## config.mk

```make
export PLATFORM = sky130hd
export DESIGN_NAME = x86_instruction_length_decoder_unit_flat
export DESIGN_NICKNAME = d
export VERILOG_FILES = /design/src/rtl/core/x86ild_pkg.sv /design/src/rtl/core/x86ild_if.sv /design/src/rtl/core/x86ild_front.sv /design/src/rtl/core/x86ild_back.sv /design/src/rtl/core/x86_instruction_length_decoder_unit.sv /design/src/flat_wrapper.sv
export SDC_FILE = /design/constraint.sdc
export NUM_CORES = 1
export LEC_CHECK = 0
export ABC_AREA = 1
export BUFFER_PORTS_ARGS = -buffer_cell sky130_fd_sc_hd__buf_2
export CORE_MARGIN = 1.5
export CORE_UTILIZATION = 26
export CTS_BUF_LIST = sky130_fd_sc_hd__clkbuf_8
export CTS_CLUSTER_SIZE = 10
export DETAILED_ROUTE_END_ITERATION = 10
export SLEW_MARGIN = 5
export SYNTH_ARGS = -nofsm -noshare
export SYNTH_HDL_FRONTEND = slang
export SYNTH_HIERARCHICAL = 1
export SYNTH_SLANG_ARGS = --single-unit
```

## constraint.sdc

```tcl
create_clock -name clk -period 13.2 [get_ports clk]
set_clock_uncertainty 0.2 [all_clocks]
set_input_delay 3.96 -clock clk [delete_from_list [all_inputs] [get_ports clk]]
set_output_delay 3.96 -clock clk [all_outputs]
set_load 0.01 [all_outputs]
```

## src/rtl/core/x86ild_pkg.sv

```systemverilog
`timescale 1ns / 1ps
`default_nettype none
package x86ild_pkg;
  localparam int unsigned MaxLength = 15;

  typedef enum logic [10:0] {
    PH_START     = 11'b00000000001,
    PH_AFTER_REX = 11'b00000000010,
    PH_VEX3_B1   = 11'b00000000100,
    PH_VEX3_B2   = 11'b00000001000,
    PH_VEX2_B1   = 11'b00000010000,
    PH_VEX_OP    = 11'b00000100000,
    PH_ESC       = 11'b00001000000,
    PH_ESC3      = 11'b00010000000,
    PH_MODRM     = 11'b00100000000,
    PH_SIB       = 11'b01000000000,
    PH_DISP      = 11'b10000000000
  } phase_t;

  localparam logic [7:0] OpSize = 8'h66;
  localparam logic [7:0] AdSize = 8'h67;
  localparam logic [7:0] RepNe  = 8'hF2;
  localparam logic [7:0] Rep    = 8'hF3;
  localparam logic [7:0] SegEs  = 8'h26;
  localparam logic [7:0] SegCs  = 8'h2E;
  localparam logic [7:0] SegSs  = 8'h36;
  localparam logic [7:0] SegDs  = 8'h3E;
  localparam logic [7:0] SegFs  = 8'h64;
  localparam logic [7:0] SegGs  = 8'h65;
  localparam logic [7:0] Vex3   = 8'hC4;
  localparam logic [7:0] Vex2   = 8'hC5;
  localparam logic [7:0] Esc    = 8'h0F;
  localparam logic [7:0] Esc38  = 8'h38;
  localparam logic [7:0] Esc3A  = 8'h3A;

  localparam int unsigned FlModrm = 0;
  localparam int unsigned FlSib   = 1;
  localparam int unsigned FlDisp  = 2;
  localparam int unsigned FlSimd  = 3;
  localparam int unsigned FlRex   = 4;
  localparam int unsigned FlVex   = 5;

  typedef struct packed {
    logic [3:0]  length;
    logic [1:0]  opc_map;
    logic [7:0]  opcode_value;
    logic [2:0]  prefix_flags;
    logic [3:0]  rex_bits;
    logic [5:0]  flags;
    logic [7:0]  modrm_val;
    logic [7:0]  sib_val;
    logic [31:0] displacement;
  } ild_rec_t;

  typedef struct packed {
    logic [3:0]  length;
    logic [1:0]  opc_map;
    logic [7:0]  opcode_value;
    logic [2:0]  prefix_flags;
    logic [3:0]  rex_bits;
    logic [5:0]  flags;
    logic [7:0]  modrm_val;
    logic [7:0]  sib_val;
    logic signed [31:0] displacement;
    logic [1:0]  operand_size_code;
    logic [3:0]  reg_index;
    logic [3:0]  rm_index;
  } ild_res_t;

  function automatic logic [15:0] map0_row(input logic [3:0] r);
    logic [15:0] v;
    unique case (r)
      4'h0, 4'h1, 4'h2, 4'h3: v = 16'h0F0F;
      4'h6: v = 16'h0A0C;
      4'h8: v = 16'hFFFF;
      4'hC: v = 16'h00F3;
      4'hD: v = 16'hFF0F;
      4'hF: v = 16'hC0C0;
      default: v = 16'h0000;
    endcase
    return v;
  endfunction

  function automatic logic is_legacy(input logic [7:0] b);
    return b == OpSize || b == AdSize || b == RepNe || b == Rep ||
           b == SegEs || b == SegCs || b == SegSs || b == SegDs ||
           b == SegFs || b == SegGs;
  endfunction
endpackage
`default_nettype wire

```

## src/rtl/core/x86ild_if.sv

```systemverilog
`timescale 1ns / 1ps
`default_nettype none
interface x86ild_in_if;
  logic       valid;
  logic       ready;
  logic [7:0] code_byte;
  logic       restart;
  modport source (output valid, code_byte, restart, input ready);
  modport sink (input valid, code_byte, restart, output ready);
endinterface

interface x86ild_out_if;
  import x86ild_pkg::*;
  logic     valid;
  logic     ready;
  ild_res_t res;
  modport source (output valid, res, input ready);
  modport sink (input valid, res, output ready);
endinterface
`default_nettype wire

```

## src/rtl/core/x86ild_front.sv

```systemverilog
`timescale 1ns / 1ps
`default_nettype none
module x86ild_front
  import x86ild_pkg::*;
#(
  parameter int unsigned MAX_LENGTH = MaxLength
) (
  input  wire logic     clk,
  input  wire logic     rst,
  input  wire logic     in_valid,
  input  wire logic [7:0] code_byte,
  input  wire logic     restart,
  output logic          in_ready,
  output logic          rec_valid,
  output ild_rec_t      rec,
  input  wire logic     rec_ready
);
  phase_t      phase, phase_next;
  logic [3:0]  cnt, cnt_next;
  logic [2:0]  pfx, pfx_next;
  logic [3:0]  rex, rex_next;
  logic [5:0]  kind, kind_next;
  logic [1:0]  map, map_next;
  logic [7:0]  opc, opc_next, modrm, modrm_next, sib, sib_next;
  logic [31:0] disp, disp_next;
  logic [2:0]  rem, rem_next;
  logic        done;
  logic        acc;

  // opcode classification
  logic [1:0] op_map;
  logic [7:0] op_b;
  logic       need, simd;
  logic [2:0] dsz;
  logic       dok;

  assign in_ready = !rec_valid || rec_ready;
  assign acc = in_valid && in_ready;

  always_comb begin
    logic [15:0] row0;
    need = 1'b0;
    simd = 1'b0;
    row0 = map0_row(op_b[7:4]);
    if (op_map == 2'd1) begin
      need = op_b < 8'h06 || (op_b >= 8'h10 && op_b <= 8'h73) ||
             (op_b >= 8'h7C && op_b <= 8'h7F) || (op_b >= 8'h90 && op_b <= 8'h9F) ||
             op_b >= 8'hA3;
      simd = (op_b >= 8'h10 && op_b <= 8'h7F) ||
             (op_b >= 8'h90 && op_b != 8'hA0 && op_b != 8'hA1 && op_b != 8'hA2 &&
              op_b != 8'hA8 && op_b != 8'hA9 && op_b != 8'hB0 && op_b != 8'hB1);
    end else if (op_map != 2'd0) begin
      need = 1'b1;
      simd = 1'b1;
    end else begin
      need = row0[op_b[3:0]];
    end
  end

  always_comb begin
    logic [3:0] c0;
    logic [1:0] md;
    logic       b5;
    logic [4:0] sum;
    c0 = restart ? 4'd0 : cnt;
    phase_next = restart ? PH_START : phase;
    pfx_next = restart ? 3'd0 : pfx;
    rex_next = restart ? 4'd0 : rex;
    kind_next = restart ? 6'd0 : kind;
    map_next = restart ? 2'd0 : map;
    opc_next = restart ? 8'd0 : opc;
    modrm_next = restart ? 8'd0 : modrm;
    sib_next = restart ? 8'd0 : sib;
    disp_next = restart ? 32'd0 : disp;
    rem_next = restart ? 3'd0 : rem;
    cnt_next = c0 + 4'd1;
    done = 1'b0;
    op_map = 2'd0;
    op_b = code_byte;
    md = (phase_next == PH_SIB) ? modrm_next[7:6] : code_byte[7:6];
    b5 = code_byte[2:0] == 3'd5;
    unique case (md)
      2'd0: dsz = b5 ? 3'd4 : 3'd0;
      2'd1: dsz = 3'd1;
      2'd2: dsz = 3'd4;
      default: dsz = 3'd0;
    endcase
    sum = {1'b0, cnt_next} + {2'b0, dsz};
    dok = dsz != 3'd0 && sum <= 5'(MAX_LENGTH);
    unique case (phase_next)
      PH_START, PH_AFTER_REX: begin
        op_map = 2'd0;
        if (phase_next == PH_START && is_legacy(code_byte)) begin
          if (code_byte == OpSize) pfx_next[0] = 1'b1;
          if (code_byte == RepNe) pfx_next[1] = 1'b1;
          if (code_byte == Rep) pfx_next[2] = 1'b1;
        end else if (phase_next == PH_START && code_byte[7:4] == 4'h4) begin
          rex_next = code_byte[3:0];
          kind_next[FlRex] = 1'b1;
          phase_next = PH_AFTER_REX;
        end else if (code_byte == Vex3) begin
          kind_next[FlVex] = 1'b1;
          kind_next[FlRex] = 1'b1;
          phase_next = PH_VEX3_B1;
        end else if (code_byte == Vex2) begin
          kind_next[FlVex] = 1'b1;
          kind_next[FlRex] = 1'b1;
          phase_next = PH_VEX2_B1;
        end else if (code_byte == Esc) begin
          phase_next = PH_ESC;
        end else begin
          map_next = 2'd0;
          opc_next = code_byte;
          if (need) phase_next = PH_MODRM;
          else done = 1'b1;
        end
      end
      PH_VEX3_B1: begin
        rex_next = {1'b0, ~code_byte[7:5]};
        map_next = (code_byte[4:0] >= 5'd1 && code_byte[4:0] <= 5'd3) ?
                   code_byte[1:0] : 2'd0;
        phase_next = PH_VEX3_B2;
      end
      PH_VEX3_B2: begin
        rex_next[3] = code_byte[7];
        if (code_byte[1:0] == 2'd1) pfx_next[0] = 1'b1;
        if (code_byte[1:0] == 2'd2) pfx_next[1] = 1'b1;
        if (code_byte[1:0] == 2'd3) pfx_next[2] = 1'b1;
        phase_next = PH_VEX_OP;
      end
      PH_VEX2_B1: begin
        rex_next = {1'b0, ~code_byte[7], 2'b00};
        map_next = 2'd1;
        if (code_byte[1:0] == 2'd1) pfx_next[0] = 1'b1;
        if (code_byte[1:0] == 2'd2) pfx_next[1] = 1'b1;
        if (code_byte[1:0] == 2'd3) pfx_next[2] = 1'b1;
        phase_next = PH_VEX_OP;
      end
      PH_VEX_OP, PH_ESC3: begin
        op_map = map_next;
        opc_next = code_byte;
        if (simd) kind_next[FlSimd] = 1'b1;
        if (need) phase_next = PH_MODRM;
        else done = 1'b1;
      end
      PH_ESC: begin
        if (code_byte == Esc38 || code_byte == Esc3A) begin
          map_next = (code_byte == Esc38) ? 2'd2 : 2'd3;
          phase_next = PH_ESC3;
        end else begin
          op_map = 2'd1;
          map_next = 2'd1;
          opc_next = code_byte;
          if (simd) kind_next[FlSimd] = 1'b1;
          if (need) phase_next = PH_MODRM;
          else done = 1'b1;
        end
      end
      PH_MODRM: begin
        modrm_next = code_byte;
        kind_next[FlModrm] = 1'b1;
        if (code_byte[7:6] == 2'd3) done = 1'b1;
        else if (code_byte[2:0] == 3'd4) phase_next = PH_SIB;
        else if (dok) begin
          rem_next = dsz;
          disp_next = 32'd0;
          phase_next = PH_DISP;
        end else done = 1'b1;
      end
      PH_SIB: begin
        sib_next = code_byte;
        kind_next[FlSib] = 1'b1;
        if (dok) begin
          rem_next = dsz;
          disp_next = 32'd0;
          phase_next = PH_DISP;
        end else done = 1'b1;
      end
      PH_DISP: begin
        disp_next = {code_byte, disp_next[31:8]};
        rem_next = rem_next - 3'd1;
        if (rem_next == 3'd0) begin
          if (modrm_next[7:6] == 2'd1)
            disp_next = {{24{code_byte[7]}}, code_byte};
          kind_next[FlDisp] = 1'b1;
          done = 1'b1;
        end
      end
      default: begin
        phase_next = PH_START;
      end
    endcase
    if (cnt_next >= 4'(MAX_LENGTH)) done = 1'b1;
  end

  always_ff @(posedge clk) begin
    if (rst) begin
      phase <= PH_START;
      cnt <= '0; pfx <= '0; rex <= '0; kind <= '0; map <= '0;
      opc <= '0; modrm <= '0; sib <= '0; disp <= '0; rem <= '0;
      rec_valid <= 1'b0;
    end else begin
      if (acc && done) rec_valid <= 1'b1;
      else if (rec_ready) rec_valid <= 1'b0;
      if (acc) begin
        if (done) begin
          rec.length <= cnt_next;
          rec.opc_map <= map_next;
          rec.opcode_value <= opc_next;
          rec.prefix_flags <= pfx_next;
          rec.rex_bits <= rex_next;
          rec.flags <= kind_next;
          rec.modrm_val <= kind_next[FlModrm] ? modrm_next : 8'd0;
          rec.sib_val <= kind_next[FlSib] ? sib_next : 8'd0;
          rec.displacement <= kind_next[FlDisp] ? disp_next : 32'd0;
          phase <= PH_START;
          cnt <= '0; pfx <= '0; rex <= '0; kind <= '0; map <= '0;
          opc <= '0; modrm <= '0; sib <= '0; disp <= '0; rem <= '0;
        end else begin
          phase <= phase_next; cnt <= cnt_next; pfx <= pfx_next;
          rex <= rex_next; kind <= kind_next; map <= map_next;
          opc <= opc_next; modrm <= modrm_next; sib <= sib_next;
          disp <= disp_next; rem <= rem_next;
        end
      end
    end
  end

  a_len: assert property (@(posedge clk) disable iff (rst)
    rec_valid |-> rec.length != 4'd0) else $error("zero length record");
  a_cnt: assert property (@(posedge clk) disable iff (rst)
    cnt < 4'(MAX_LENGTH)) else $error("byte count past limit");
  a_disp: assert property (@(posedge clk) disable iff (rst)
    phase == PH_DISP |-> rem != 3'd0) else $error("empty displacement phase");
endmodule
`default_nettype wire

```

## src/rtl/core/x86ild_back.sv

```systemverilog
`timescale 1ns / 1ps
`default_nettype none
module x86ild_back
  import x86ild_pkg::*;
(
  input  wire logic clk,
  input  wire logic rst,
  input  wire logic rec_valid,
  input  ild_rec_t  rec,
  output logic      rec_ready,
  output logic      out_valid,
  output ild_res_t  res,
  input  wire logic out_ready
);
  assign rec_ready = !out_valid || out_ready;

  always_ff @(posedge clk) begin
    if (rst) begin
      out_valid <= 1'b0;
    end else if (rec_ready) begin
      out_valid <= rec_valid;
      if (rec_valid) begin
        res.length <= rec.length;
        res.opc_map <= rec.opc_map;
        res.opcode_value <= rec.opcode_value;
        res.prefix_flags <= rec.prefix_flags;
        res.rex_bits <= rec.rex_bits;
        res.flags <= rec.flags;
        res.modrm_val <= rec.modrm_val;
        res.sib_val <= rec.sib_val;
        res.displacement <= rec.displacement;
        res.operand_size_code <= rec.prefix_flags[0] ? 2'd0 :
                                 (rec.rex_bits[3] ? 2'd2 : 2'd1);
        res.reg_index <= rec.flags[FlModrm] ?
                         {rec.rex_bits[2], rec.modrm_val[5:3]} : 4'd0;
        res.rm_index <= rec.flags[FlModrm] ?
                        {rec.rex_bits[0], rec.modrm_val[2:0]} : 4'd0;
      end
    end
  end

  a_osz: assert property (@(posedge clk) disable iff (rst)
    out_valid |-> res.operand_size_code != 2'd3) else $error("bad size code");
  a_reg: assert property (@(posedge clk) disable iff (rst)
    out_valid && !res.flags[FlModrm] |-> res.reg_index == 4'd0 && res.rm_index == 4'd0)
    else $error("index without modrm");
  a_hold: assert property (@(posedge clk) disable iff (rst)
    out_valid && !out_ready |=> out_valid) else $error("result lost");
endmodule
`default_nettype wire

```

## src/rtl/core/x86_instruction_length_decoder_unit.sv

```systemverilog
`timescale 1ns / 1ps
`default_nettype none
// x86-64 instruction length decoder.
// Channel in (x86ild_in_if sink): one code_byte per transaction, restart=1
// drops any partial decode and makes this byte the first of an instruction.
// Channel out (x86ild_out_if source): one transaction per finished
// instruction: length, map, opcode, prefixes, REX bits, ModRM/SIB,
// sign-extended displacement, operand size and extended reg/rm indexes.
// Throughput: one byte per cycle while in.ready is high, set by the byte parser.
// After an instruction's last byte, the result is registered in the parser
// record register, then in the result register in the back end.
// Instructions end at 15 bytes; a displacement that would pass that is
// not consumed. Immediates are not consumed.
// Reset (rst, synchronous) empties both stages and returns the parser to
// expecting a prefix or opcode. If the receiver stalls, the result holds,
// the record stage fills, and in.ready drops only once both are full.
module x86_instruction_length_decoder_unit
  import x86ild_pkg::*;
#(
  parameter int unsigned MAX_LENGTH = MaxLength
) (
  input wire logic   clk,
  input wire logic   rst,
  x86ild_in_if.sink  in,
  x86ild_out_if.source out
);
  logic     rec_valid, rec_ready;
  ild_rec_t rec;

  x86ild_front #(.MAX_LENGTH(MAX_LENGTH)) u_front (
    .clk, .rst,
    .in_valid(in.valid), .code_byte(in.code_byte), .restart(in.restart),
    .in_ready(in.ready),
    .rec_valid, .rec, .rec_ready
  );

  x86ild_back u_back (
    .clk, .rst, .rec_valid, .rec, .rec_ready,
    .out_valid(out.valid), .res(out.res), .out_ready(out.ready)
  );
endmodule
`default_nettype wire
```

## src/flat_wrapper.sv

```systemverilog
// flat-port wrapper written by rule: the top's interface ports become plain ports
module x86_instruction_length_decoder_unit_flat import x86ild_pkg::*;
#(
  parameter int unsigned MAX_LENGTH = MaxLength
)
  (clk, rst, in_valid, in_code_byte, in_restart, in_ready, out_valid, out_res, out_ready);
  x86ild_in_if in_i ();
  x86ild_out_if out_i ();
  input wire logic clk;
  input wire logic rst;
  input wire logic [$bits(in_i.valid)-1:0] in_valid;
  input wire logic [$bits(in_i.code_byte)-1:0] in_code_byte;
  input wire logic [$bits(in_i.restart)-1:0] in_restart;
  output wire logic [$bits(in_i.ready)-1:0] in_ready;
  output wire logic [$bits(out_i.valid)-1:0] out_valid;
  output wire logic [$bits(out_i.res)-1:0] out_res;
  input wire logic [$bits(out_i.ready)-1:0] out_ready;
  assign in_i.valid = in_valid;
  assign in_i.code_byte = in_code_byte;
  assign in_i.restart = in_restart;
  assign in_ready = in_i.ready;
  assign out_valid = out_i.valid;
  assign out_res = out_i.res;
  assign out_i.ready = out_ready;
  x86_instruction_length_decoder_unit #(.MAX_LENGTH(MAX_LENGTH)) u_core (.clk(clk), .rst(rst), .in(in_i), .out(out_i));
endmodule
```

After elaboration in Yosys (flattened, before gate mapping). Memory sizes are Yosys's and may differ from the RTL's. Cells that the tools add are included.

Register bits after elaboration: 251. ROM bits: 256. Input bits: 13. Output and inout port bits: 87. Logic and storage cells: 258. Memories kept: 1.

Memories: (no name shown) (depth 16, bits a word 16, read ports 1, clocked after memory_dff 0, wr ports 0, line x86ild_pkg.sv:72) `unique case (r)`.

$add $sub $neg: 3. Order comparisons: 13. Eq/ne operators: 44. Mux-type cells: 113. Bitwise gates (word level): 3. Reduce and logical (&&, ||, !) cells: 47.

Operators by type and width (number): 32-bit two-way mux (5); 11-bit two-way mux (12); 8-bit two-way mux (14); 32-bit case mux with 3 select lines (1); 11-bit case mux with 8 select lines (1); 31-bit two-way mux (2); 8-bit inequality test, second input constant (7); 8-bit by 6-bit == test with 1-bit output, second input constant (6); 1-bit two-way mux (35); 8-bit by 7-bit == test with 1-bit output, second input constant (4); 8-bit == test, second input constant (4); 2-bit two-way mux (15); 3-bit two-way mux (9); 3-bit case mux with 3 select lines (3); 4-bit two-way mux (6); 8-bit case mux with 3 select lines (1); 1-bit logical AND (17); 1-bit logical OR (17); 8-bit >= comparator, second input constant (2); 8-bit by 7-bit <= comparator with 1-bit output, second input constant (2); 6-bit two-way mux (2); 11-bit by 1-bit == test with 1-bit output, second input constant (1); 11-bit by 10-bit == test with 1-bit output, second input constant (1); 11-bit == test, second input constant (1); 41 further kinds (55).

Logic depth before layout (Yosys ltp). Gate-level depths: netlist of run 1.

Depth after elaboration: 17. Mapped depth: 26.

Cells and area by module. The synthesis of run 1 kept the hierarchy.

By module, submodules not included: x86ild_front (times used 1, cells an instance 1228, area an instance 8964.8 µm², seq. area each 4053.9 µm²); x86ild_back (times used 1, cells an instance 114, area an instance 2680.1 µm², seq. area each 2572.5 µm²).

Worst setup path after synthesis of run 1. OpenSTA, ideal clock, no wires.

Path type: in2reg. Start: input in_restart. End: register, netlist name u_core/u_front/rec[0]. Library setup time: 0.429 ns. Arrival time: 8.275 ns. Path slack: 4.296 ns. Stages: 22. Path through: buf_4 > inv_4 > buf_6 > buf_6 > clkbuf_1 > clkbuf_1 > nand2_1 > inv_1 > ha_1 > xnor2_1 > inv_1 > ha_1 > a21o_1 > nand2_1 > nand3_2 > nand3_1 > nand2_1 > nand2_2 > nand3_1 > nand2_1 > or2_2 > inv_1.

Elaborated cells between the ends (all ways): 49. Those cells by class: add/sub: 3; order compare: 2; eq/ne: 11; mux: 23; reduce/logical: 10.

RTL lines: start, declared (line flat_wrapper.sv:13) `input wire logic [$bits(in_i.restart)-1:0] in_restart;`; 4-bit two-way mux * (line x86ild_front.sv:65) `c0 = restart ? 4'd0 : cnt;`; 4-bit by 1-bit adder with 4-bit output * (line x86ild_front.sv:76) `cnt_next = c0 + 4'd1;`; via u_core.u_front.cnt_next[0] (line x86ild_front.sv:19) `logic [3:0] cnt, cnt_next;`; 4-bit by 3-bit adder with 5-bit output (line x86ild_front.sv:88) `sum = {1'b0, cnt_next} + {2'b0, dsz};`; 5-bit by 4-bit <= comparator with 1-bit output (line x86ild_front.sv:89) `dok = dsz != 3'd0 && sum <= 5'(MAX_LENGTH);`; 1-bit logical AND (line x86ild_front.sv:89); 1-bit two-way mux (line x86ild_front.sv:164, x86ild_front.sv:173); 1-bit two-way mux (line x86ild_front.sv:163) `else if (code_byte[2:0] == 3'd4) phase_next = PH_SIB;`; 1-bit two-way mux (line x86ild_front.sv:162) `if (code_byte[7:6] == 2'd3) done = 1'b1;`; 1-bit case mux with 6 select lines (line x86ild_front.sv:90) `unique case (phase_next)`; 1-bit two-way mux * (line x86ild_front.sv:193) `if (cnt_next >= 4'(MAX_LENGTH)) done = 1'b1;`; 3-bit AND reduction (no line) *.

The timed path passes the listed nets; every way through them passes the cells marked *. A chain may end at the register's enable or synchronous reset.

Final worst setup path of run 1.
Start: input in_restart. End: register, netlist name u_core/u_front/rec[53].

Word-level cells in the longest chain between the ends: 16. Elaborated cells between the ends (all ways): 49. Those cells by class: add/sub: 3; order compare: 2; eq/ne: 11; mux: 23; reduce/logical: 10.

RTL lines (line): parallel branches: the longest is 14 deep, another holds 4-bit by 3-bit adder with 5-bit output; 1-bit two-way mux * (x86ild_front.sv:193); 3-bit AND reduction (no line) *.

Every way passes the cells marked *.

==> results of run 1 <==
-- sequential cells by signal, indices dropped and copies added, names as in the netlist --
name                      cells
u_core/u_back/out_valid       1
u_core/u_back/res            85
u_core/u_front/cnt            4
u_core/u_front/disp          32
u_core/u_front/kind           6
u_core/u_front/map            2
u_core/u_front/modrm          8
u_core/u_front/opc            8
u_core/u_front/pfx            3
u_core/u_front/phase         11
u_core/u_front/rec           75
u_core/u_front/rec_valid      1
u_core/u_front/rem            3
u_core/u_front/rex            4
u_core/u_front/sib            8
-- area by class of cell --
type / instances / area [um2]
Clock buffer: 50 / 688.2
Fill cell: 4641 / 30780
Sequential cell: 251 / 6626
Timing Repair Buffer: 108 / 563.0
Multi-Input combinational cell: 895 / 4220
Inverter: 122 / 461.7
Antenna cell: 1 / 2.502
Tap cell: 592 / 740.7
Clock inverter: 27 / 140.1
-- cells in the mapped netlist, types with 2 or more instances --
cell and n:
nor2_2 5, buf_2 11, o21ai_0 59, nor3_1 10, nor2_1 91, or2_2 2, clkbuf_1 44, o21ai_2 3
nand3_2 6, inv_1 114, nand2_2 6, dfxtp_1 91, nand3_1 174, xnor2_1 2, nor2_4 3, nand4_1 10
o311ai_0 3, inv_2 6, o211ai_1 6, a22oi_1 2, buf_6 7, a21oi_1 133, o21ai_1 2, o221ai_1 6
edfxtp_1 160, ha_1 11, buf_1 11, nand2_1 350
-- worst max path at each step --
stage,startpoint,endpoint,slack (ns),depth (start not counted)
finish,in_restart,u_core/u_front/rec[53],4.28,22
CTS,in_restart,u_core/u_front/rec[43],4.29,22
floorplan,in_restart,u_core/u_front/rec[0],4.30,22
global route,in_restart,u_core/u_front/rec[45],3.90,22
detailed placement,in_restart,u_core/u_front/rec[43],3.71,22
global placement,in_restart,u_core/u_front/rec[43],3.86,22
-- cell families (layout without fill, tap and decap cells) --
| logic type | after synthesis | after routing | synth area share [%] |
|---|---|---|---|
| compound gates | 222 | 222 | 10.35 |
| xor+xnor | 2 | 2 | 0.1505 |
| fa+ha+maj | 11 | 11 | 1.182 |
| buf+inv | 196 | 307 | 6.941 |
| flops | 251 | 251 | 56.90 |
| other cells | 0 | 1 | 0 |
| simple gates | 660 | 660 | 24.48 |
-- metrics by stage --
stage	worst slack [ns]	util (%)	std cells	area, um2	hold WS [ns]
3_3_place_gp	3.858	28.52	1968	12610	0.2057
4_1_cts	4.294	30.39	2045	13440	0.2141
3_5_place_dp	3.714	28.52	1968	12610	0.2045
2_1_floorplan	4.296	-	1342	11640	0.2003
5_1_grt	3.897	30.39	2045	13440	0.2143
6_report	4.282	30.40	2046	13440	0.2016
-- cells in the final DEF (no fill, tap or decap), types with 10 or more instances in the layout --
cell      count
a21oi_1     133
buf_2        99
clkbuf_8     50
dfxtp_1      91
edfxtp_1    160
ha_1         11
inv_1       130
nand2_1     349
nand3_1     174
nand4_1      10
nor2_1       90
nor3_1       10
o21ai_0      59
-- per-layer routing --
layer / share of wire (%) / vias up
li1: - / 4678
met1: 46 / 4555
met2: 47 / 298
met3: 5.3 / 40
met4: 1.7 / 2
met5: 0.025 / -
-- power groups by stage --
stage	Clock (uW)	Sequential (uW)	Combinational, uW
finish	681	868	128
floorplan	0	888	83.8
detailed placement	0	885	128
CTS	706	869	129
global placement	0	885	128
global route	745	870	140
==> flow_summary_export.csv, run 1 <==
group,metric,value,unit
synth,post_synth_instance_area,11640,um2
die,die_area,46070,um2
detailed_routing,firstDrtPassIters,6,
power,clock_power_share,40.6,%
clock_tree,clk-insertion-delay-late,0.56,ns
die,starting_utilization_of_the_core_area,26.33,%
detailed_routing,routed_via_density,4.679,
power,switching_share,25.43,%
min_path,hold_path_depth,0,
final_layout,finalNetCount,1444,
power,p_int,1250,uW
worst_setup_path,critical_path_buffer_and_inverter_count,5,
synth,post_synth_edffs,160,
worst_setup_path,critPathMaxFanout,78,
worst_setup_path,crit_path_max_incr_delay,0.71,ns
clock_tree,htree_levels,2,
clock_tree,postCtsResizedCells,0,
place,gp_congestion,0.8597,
place,dp.final_hpwl,21180,um
worst_setup_path,critical-path-top-delay-family,"simple AND/OR/NAND/NOR gates",
grt,grt_antenna_before_repair,1,
worst_setup_path,path_common_cell,"nand2_1",
power,ir_drop_worst_case_vdd,0.00005002,V
detailed_routing,vias,9573,
synth,post_synthesis_cells,1342,
clock_tree,postCtsSetupRepairBufs,0,
clock_tree,worst_setup_hold_path_clk_slew,0.07,ns
grt,track_usage,13.91,%
power,share_seq_of_total_power,51.8,%
sta,fmax,112.1,MHz
clock_tree,cts.sink_count,251,
sta,tns,0,ns
sta,post-route-period-util,67.56,%
sta,rsz0062_at_grt,"false",
sta,min_period,8.918,ns
worst_setup_path,crit_required,13.17,ns
grt,globalRouteMet2Util,22.58,%
sta,number_of_failing_hold_endpoints_at_the_final_stage,0,
power,pwr_density_cell,124.7,nW/um2
min_path,worstHoldEndpoint,"u_core/u_back/res[76]",
worst_setup_path,slowest_stage,"buf_4",
detailed_routing,drc_errors,0,
worst_setup_path,worstPathCellList,"buf_2, inv_4, buf_4, nand2_4, nor2_2, nand3_2, nand2_1, nand2_1, a21oi_1, ha_1, ha_1, a21o_1, nand2_1, nand3_2, nand3_1, nand2_1, nand2_2, nand3_1, nand2_1, or2_2, inv_2, buf_4",
clock_tree,cts_hold_bufs,0,
grt,peak_usage_layer_in_the_global_routing_report,"met2",
synth,postSynthRegisterBits,251,
die,fp.dieH,214.6,um
synth,synth_flop_cell,"edfxtp_1",
die,die_w,214.6,um
synth,yosys.cell_types.count,42,
clock_tree,cts.root.buffer_cell,"clkbuf_8",
die,placementRows,77,
final_layout,syn_to_final_growth,15.44,%
synth,synth-async-reset-ratio,0,%
worst_setup_path,path_class,"input port to register",
place,numPortBuffers,99,
synth,synth_largest_type_area_fraction,41.26,%
sta,tightestPinTransition,1.147,ns
die,design.portCount,100,
worst_setup_path,crit_path_end_kind,"register",
min_path,hold_path_startpoint,"u_core/u_front/rec[66]",
synth,syn_avg_cell_area,8.677,um2
outcome,outcome,"completed",
power,p_switching,426.5,uW
final_layout,share_of_final_layout_standard_cells_stronger_than_drive_strength_1,14.11,%
power,total_power,1677,uW
synth,yosys.area.top_type,"edfxtp_1",
synth,synth.top_cells.by_area,"edfxtp_1 41%, dfxtp_1 16%, nand2_1 11%",
grt,globalRouteOverflowTotal,0,
synth,syn-num-nets,1366,
die,core_region_area,44220,um2
min_path,hold_class,"register to register",
grt,groute.layer.met3.usage,2.199,%
grt,grt_max_degree,93,
sta,report.final.setup_viol,0,
flow_run,drv.max_cap_violation_count,0,
worst_setup_path,cp.arrival,8.88,ns
worst_setup_path,worst_r2r_endpoint,"u_core/u_front/rec[53]",
clock_tree,cts-buffers-inserted,42,
power,power_frac_comb,7.6,%
sta,max_slew_headroom,23.56,%
grt,grt_use_met1,19.17,%
synth,synth_sequential_area_ratio,56.90,%
detailed_routing,route.final.wire_length,32510,um
synth,yosys_warnings,6,
worst_setup_path,regToRegStartpoint,"u_core/u_front/phase[7]",
grt,grt_pass1_vias,9053,
worst_setup_path,worst-r2r-setup-slack,8.54,ns
detailed_routing,routed_wire_length_per_instance,15.89,um
detailed_routing,ant_nets,0,
worst_setup_path,reg2regPathDepth,20,
sta,slew_viol_final,0,
clock_tree,clock_path_buffers,3,
power,leakage_power,0.005235,uW
worst_setup_path,critPathLaunchType,"input port",
grt,wire_length_of_the_first_global_routing_pass,51230,um
clock_tree,tritoncts,"done",
detailed_routing,dr.first_iter.drc_count,854,
Power figures use the tool's default switching activity.
==> run 2: changes to the inputs <==
==> constraint.sdc (replaced) <==
create_clock -name clk -period 8.09 [get_ports clk]
set_clock_uncertainty 0.2 [all_clocks]
set_input_delay 2.427 -clock clk [delete_from_list [all_inputs] [get_ports clk]]
set_output_delay 2.427 -clock clk [all_outputs]
set_load 0.01 [all_outputs]
==> flow_summary_export.csv, run 2 (same netlist as run 1, synthesis figures left out) <==
group,metric,value,unit
detailed_routing,vias,9577,
worst_setup_path,path_class,"input port to register",
sta,tightestPinTransition,1.072,ns
worst_setup_path,critical-path-top-delay-family,"simple AND/OR/NAND/NOR gates",
worst_setup_path,path_common_cell,"nand2_1",
detailed_routing,firstDrtPassIters,6,
die,fp.dieH,214.6,um
min_path,hold_path_depth,0,
sta,tns,0,ns
power,ir_drop_worst_case_vdd,0.00007603,V
sta,rsz0062_at_grt,"false",
worst_setup_path,critPathLaunchType,"input port",
detailed_routing,routed_via_density,4.676,
sta,fmax,152.6,MHz
grt,wire_length_of_the_first_global_routing_pass,49500,um
final_layout,reg.largest.list,"u_core/u_back/res x85, u_core/u_front/rec x75, u_core/u_front/disp x32",
place,place_ws,0.9965,ns
place,gp_congestion,0.8741,
place,dp.final_hpwl,21280,um
detailed_routing,routed_wire_length_per_instance,15.57,um
die,starting_utilization_of_the_core_area,26.33,%
min_path,hold_class,"register to register",
clock_tree,cts.root.buffer_cell,"clkbuf_8",
min_path,worstHoldEndpoint,"u_core/u_back/res[12]",
final_layout,mostFrequentLayoutCells,"349 x nand2_1, 174 x nand3_1, 160 x edfxtp_1",
final_layout,antenna_cells,0,
min_path,hold_path_startpoint,"u_core/u_front/rec[2]",
clock_tree,clk-insertion-delay-late,0.56,ns
grt,grt_antenna_before_repair,2,
power,total_power,2727,uW
sta,report.final.setup_viol,0,
worst_setup_path,worst_r2r_endpoint,"u_core/u_front/rec[70]",
clock_tree,postCtsResizedCells,0,
place,numPortBuffers,99,
grt,track_usage,13.38,%
clock_tree,cts.sink_count,251,
sta,hold_ws,0.2137,ns
detailed_routing,drc_errors,0,
final_layout,layout_commonest_cell,"nand2_1",
clock_tree,htree_levels,2,
sta,timing.final.ws_setup,1.539,ns
die,die_area,46070,um2
clock_tree,cts_hold_bufs,0,
sta,max_slew_headroom,28.53,%
die,core_region_area,44220,um2
die,die_w,214.6,um
final_layout,flip_flop_count_of_the_largest_register_all_copies_and_words_added,85,
final_layout,share_of_final_layout_standard_cells_stronger_than_drive_strength_1,13.94,%
power,pwr_density_cell,202.4,nW/um2
worst_setup_path,worst-r2r-setup-slack,3.77,ns
sta,post-route-period-util,80.98,%
worst_setup_path,regToRegStartpoint,"u_core/u_front/phase[0]",
sta,number_of_failing_hold_endpoints_at_the_final_stage,0,
final_layout,finalNonFillerCells,2048,
outcome,outcome,"completed",
final_layout,finalNetCount,1447,
die,placementRows,77,
die,design.portCount,100,
worst_setup_path,reg2regPathDepth,20,
place,post-place-cells,1972,
worst_setup_path,crit_path_end_kind,"register",
final_layout,reg_with_most_ffs,"u_core/u_back/res",
flow_run,drv.max_cap_violation_count,0,
sta,slew_viol_final,0,
grt,globalRouteOverflowTotal,0,
detailed_routing,route.final.wire_length,31880,um
worst_setup_path,critical_path_buffer_and_inverter_count,5,
worst_setup_path,crit_path_max_incr_delay,0.60,ns
clock_tree,cts-buffers-inserted,41,
clock_tree,postCtsSetupRepairBufs,0,
power,leakage_power,0.005232,uW
worst_setup_path,worstPathCellList,"buf_2, inv_4, nand2_1, nand2_1, nor2_2, nand3_2, inv_2, nand2_1, nand2_1, a21oi_1, ha_1, ha_1, a21o_1, nand2_1, nand3_2, nand3_1, nand2_1, nand2_2, nand3_1, nand2_1, or2_2, inv_2, buf_12",
detailed_routing,dr.first_iter.drc_count,908,
worst_setup_path,cp.arrival,6.55,ns
sta,min_period,6.551,ns
worst_setup_path,slowest_stage,"inv_4",
clock_tree,clock_path_buffers,3,
grt,grt_pass1_vias,8902,
clock_tree,worst_setup_hold_path_clk_slew,0.06,ns
final_layout,syn_to_final_growth,15.73,%
worst_setup_path,critPathMaxFanout,74,
worst_setup_path,crit_required,8.09,ns
clock_tree,tritoncts,"done",
detailed_routing,ant_nets,0,
grt,grt_max_degree,93,
-- run 2: report_power, final --
part | leakage [uW] | internal (uW) | switching, uW
Clock | 0.000464 | 591 | 509
Sequential | 0.00221 | 1400 | 12.2
Combinational | 0.00256 | 48.1 | 164
-- run 2: worst reg2reg max path, cell delays in order, from the launching register on --
cell     delay (ns)
dfxtp_1        0.32
nor2_1         0.20
nand2_1        0.16
nor2_4         0.16
nand3_2        0.42
nand2_1        0.18
nand2_1        0.12
a21oi_1        0.20
ha_1           0.18
ha_1           0.13
a21o_1         0.10
nand2_1        0.12
nand3_2        0.18
nand3_1        0.08
nand2_1        0.07
nand2_2        0.08
nand3_1        0.11
nand2_1        0.09
or2_2          0.31
inv_2          0.13
buf_12         0.29
-- run 2: routing by layer --
layer  up-vias  GRT usage (%)  part of all wire [%]  wire length, um
met5         -              0                 0.072               23
met4         4          4.765                   2.4              779
met3        60          2.227                   5.8             1860
met2       329          21.35                    46            14750
met1      4507          18.26                    45            14470
li1       4677              -                     -                -
-- run 2: area by class of cell --
| type | instances | area [um2] |
|---|---|---|
| fillers | 4625 | 30740 |
| flip-flops and latches | 251 | 6626 |
| multi-input cells | 895 | 4220 |
| well taps | 592 | 740.7 |
| repair buffers | 112 | 618.1 |
| clock buffers | 43 | 591.8 |
| inverters | 122 | 460.4 |
| clock inverters | 33 | 219.0 |
-- run 2: worst max path at each step --
stage,cells after the start,endpoint,startpoint
final,23,u_core/u_front/rec[70],in_restart
after global routing,23,u_core/u_front/rec[70],in_restart
after CTS,23,u_core/u_front/rec[12],in_restart
after detailed placement,23,u_core/u_front/rec[53],in_restart
after global placement,23,u_core/u_front/rec[53],in_restart
after floorplan,22,u_core/u_front/rec[0],in_restart
-- run 2: per-stage QoR --
stage	util, %	area, um2
CTS	30.48	13480
floorplan	-	11640
finish	30.48	13480
detailed placement	28.64	12670
global route	30.48	13480
global placement	28.64	12670
==> run 3: changes to the inputs <==
==> constraint.sdc (replaced) <==
create_clock -name clk -period 6.21 [get_ports clk]
set_clock_uncertainty 0.2 [all_clocks]
set_input_delay 1.863 -clock clk [delete_from_list [all_inputs] [get_ports clk]]
set_output_delay 1.863 -clock clk [all_outputs]
set_load 0.01 [all_outputs]
==> flow_summary_export.csv, run 3 (same netlist as run 1, synthesis figures left out) <==
group,metric,value,unit
outcome,outcome,"completed",
final_layout,final-seq-area,6626,um2
grt,grt_pass1_vias,9030,
sta,fmax,200.4,MHz
grt,grt_max_degree,92,
clock_tree,cts_hold_bufs,0,
final_layout,share_of_final_layout_standard_cells_stronger_than_drive_strength_1,14.92,%
power,ir_drop_worst_case_vdd,0.0001051,V
clock_tree,postCtsSetupRepairBufs,0,
final_layout,syn_to_final_growth,16.74,%
die,die_w,214.6,um
clock_tree,tritoncts,"done",
die,fp.dieH,214.6,um
die,starting_utilization_of_the_core_area,26.33,%
worst_setup_path,reg2regPathDepth,19,
min_path,hold_class,"register to register",
worst_setup_path,crit_path_max_incr_delay,0.31,ns
sta,slew_viol_final,0,
sta,min_period,4.991,ns
sta,tightestPinTransition,1.051,ns
die,placementRows,77,
worst_setup_path,crit_required,6.23,ns
worst_setup_path,worst_r2r_endpoint,"u_core/u_front/rec[26]",
detailed_routing,firstDrtPassIters,6,
final_layout,finalNonFillerCells,2060,
clock_tree,cts-buffers-inserted,42,
clock_tree,htree_levels,2,
clock_tree,cts.root.buffer_cell,"clkbuf_8",
final_layout,finalNetCount,1459,
place,numPortBuffers,99,
grt,grt_antenna_before_repair,2,
place,gp_congestion,0.8946,
final_layout,mostFrequentLayoutCells,"349 x nand2_1, 174 x nand3_1, 160 x edfxtp_1",
flow_run,drv.max_cap_violation_count,0,
final_layout,antenna_cells,0,
die,die_area,46070,um2
worst_setup_path,cp.arrival,5.01,ns
final_layout,flip_flop_count_of_the_largest_register_all_copies_and_words_added,85,
sta,tns,0,ns
detailed_routing,ant_nets,0,
detailed_routing,routed_via_density,4.669,
worst_setup_path,crit_path_end_kind,"register",
sta,rsz0062_at_grt,"false",
clock_tree,clk-insertion-delay-late,0.58,ns
power,leakage_power,0.005281,uW
clock_tree,cts.sink_count,251,
worst_setup_path,path_class,"input port to register",
die,core_region_area,44220,um2
final_layout,layout.core_utilization,30.74,%
power,pwr_density_cell,264.7,nW/um2
grt,wire_length_of_the_first_global_routing_pass,50420,um
clock_tree,clock_path_buffers,3,
worst_setup_path,path_common_cell,"nand2_1",
power,total_power,3599,uW
final_layout,fillCellCount,4633,
clock_tree,postCtsResizedCells,0,
detailed_routing,drc_errors,0,
worst_setup_path,worst-r2r-setup-slack,2.44,ns
detailed_routing,vias,9619,
final_layout,reg.largest.list,"u_core/u_back/res x85, u_core/u_front/rec x75, u_core/u_front/disp x32",
sta,max_slew_headroom,29.94,%
worst_setup_path,critPathMaxFanout,25,
detailed_routing,route.final.wire_length,32000,um
clock_tree,worst_setup_hold_path_clk_slew,0.06,ns
place,post-place-cells,1983,
worst_setup_path,endpoint,"u_core/u_front/rec[26]",
sta,report.final.setup_viol,0,
die,design.portCount,100,
sta,number_of_failing_hold_endpoints_at_the_final_stage,0,
grt,globalRouteOverflowTotal,0,
detailed_routing,dr.first_iter.drc_count,809,
worst_setup_path,slowest_stage,"buf_4",
worst_setup_path,critPathLaunchType,"input port",
final_layout,reg_with_most_ffs,"u_core/u_back/res",
grt,track_usage,13.56,%
place,dp.final_hpwl,21310,um
worst_setup_path,startpoint,"in_restart",
final_layout,multi_input_gate_area,4220,um2
worst_setup_path,regToRegStartpoint,"u_core/u_front/phase[8]",
final_layout,layout_commonest_cell,"nand2_1",
detailed_routing,routed_wire_length_per_instance,15.54,um
sta,post-route-period-util,80.37,%
worst_setup_path,worstPathCellList,"buf_2, buf_4, nor2_1, nand2_1, nor2_4, nand3_2, nand2_1, nand2_1, a21oi_1, ha_1, ha_1, a21o_1, nand2_1, nand3_2, nand3_1, nand2_1, nand2_2, nand3_1, nand2_1, or2_2, clkinvlp_4, buf_4",
## run 3: stage by stage
stage | worst slack, ns | area (um2) | hold slack, ns
finish | 1.219 | 13590 | 0.2047
global route | 0.9275 | 13590 | 0.2207
CTS | 1.219 | 13590 | 0.1947
detailed placement | 0.6273 | 12750 | 0.2054
global placement | 0.7332 | 12750 | 0.2034
floorplan | 0.06590 | 11650 | 0.2003
## run 3: worst min-delay path by stage
| stage | from | endpoint | slack [ns] | depth (start not counted) |
|---|---|---|---|---|
| 2_1_floorplan | u_core/u_front/rec[0] | u_core/u_back/res[10] | 0.20 | 0 |
| 3_3_place_gp | u_core/u_front/rec[0] | u_core/u_back/res[10] | 0.20 | 0 |
| 3_5_place_dp | u_core/u_front/rec[17] | u_core/u_back/res[27] | 0.21 | 0 |
| 4_1_cts | u_core/u_front/rec[24] | u_core/u_back/res[34] | 0.19 | 0 |
| 5_1_grt | u_core/u_front/rec[19] | u_core/u_back/res[29] | 0.22 | 0 |
| 6_report | u_core/u_front/rec[24] | u_core/u_back/res[34] | 0.20 | 0 |
## run 3: worst max-delay path: cells and delay by family
kind            cells  cell delay [ns]
fa+ha+maj           2             0.33
compound gates      2             0.31
buf+inv             4             0.70
simple gates       14             1.81
## run 3: metal layers
metal	track usage, %	part of all wire (%)	vias to the layer above
li1	-	-	4707
met1	18.14	44	4509
met2	21.89	46	334
met3	2.454	6.5	65
met4	4.953	2.7	4
met5	0	0.084	-
## run 3: where the power goes
group          total [uW]  switching [uW]  internal, uW  leakage, uW
registers            1840            16.5          1830      0.00221
logic                 281             215          66.8      0.00260
clock network        1470             674           800     0.000469
total                3600             905          2690      0.00528
## run 3: final cells by class
class | instances | share of cell area, %
Multi-Input combinational cell | 895 | 31.04
Timing Repair Buffer | 123 | 5.154
Clock buffer | 45 | 4.556
Tap cell | 592 | 5.449
Clock inverter | 32 | 1.638
Inverter | 122 | 3.415
Sequential cell | 251 | 48.74
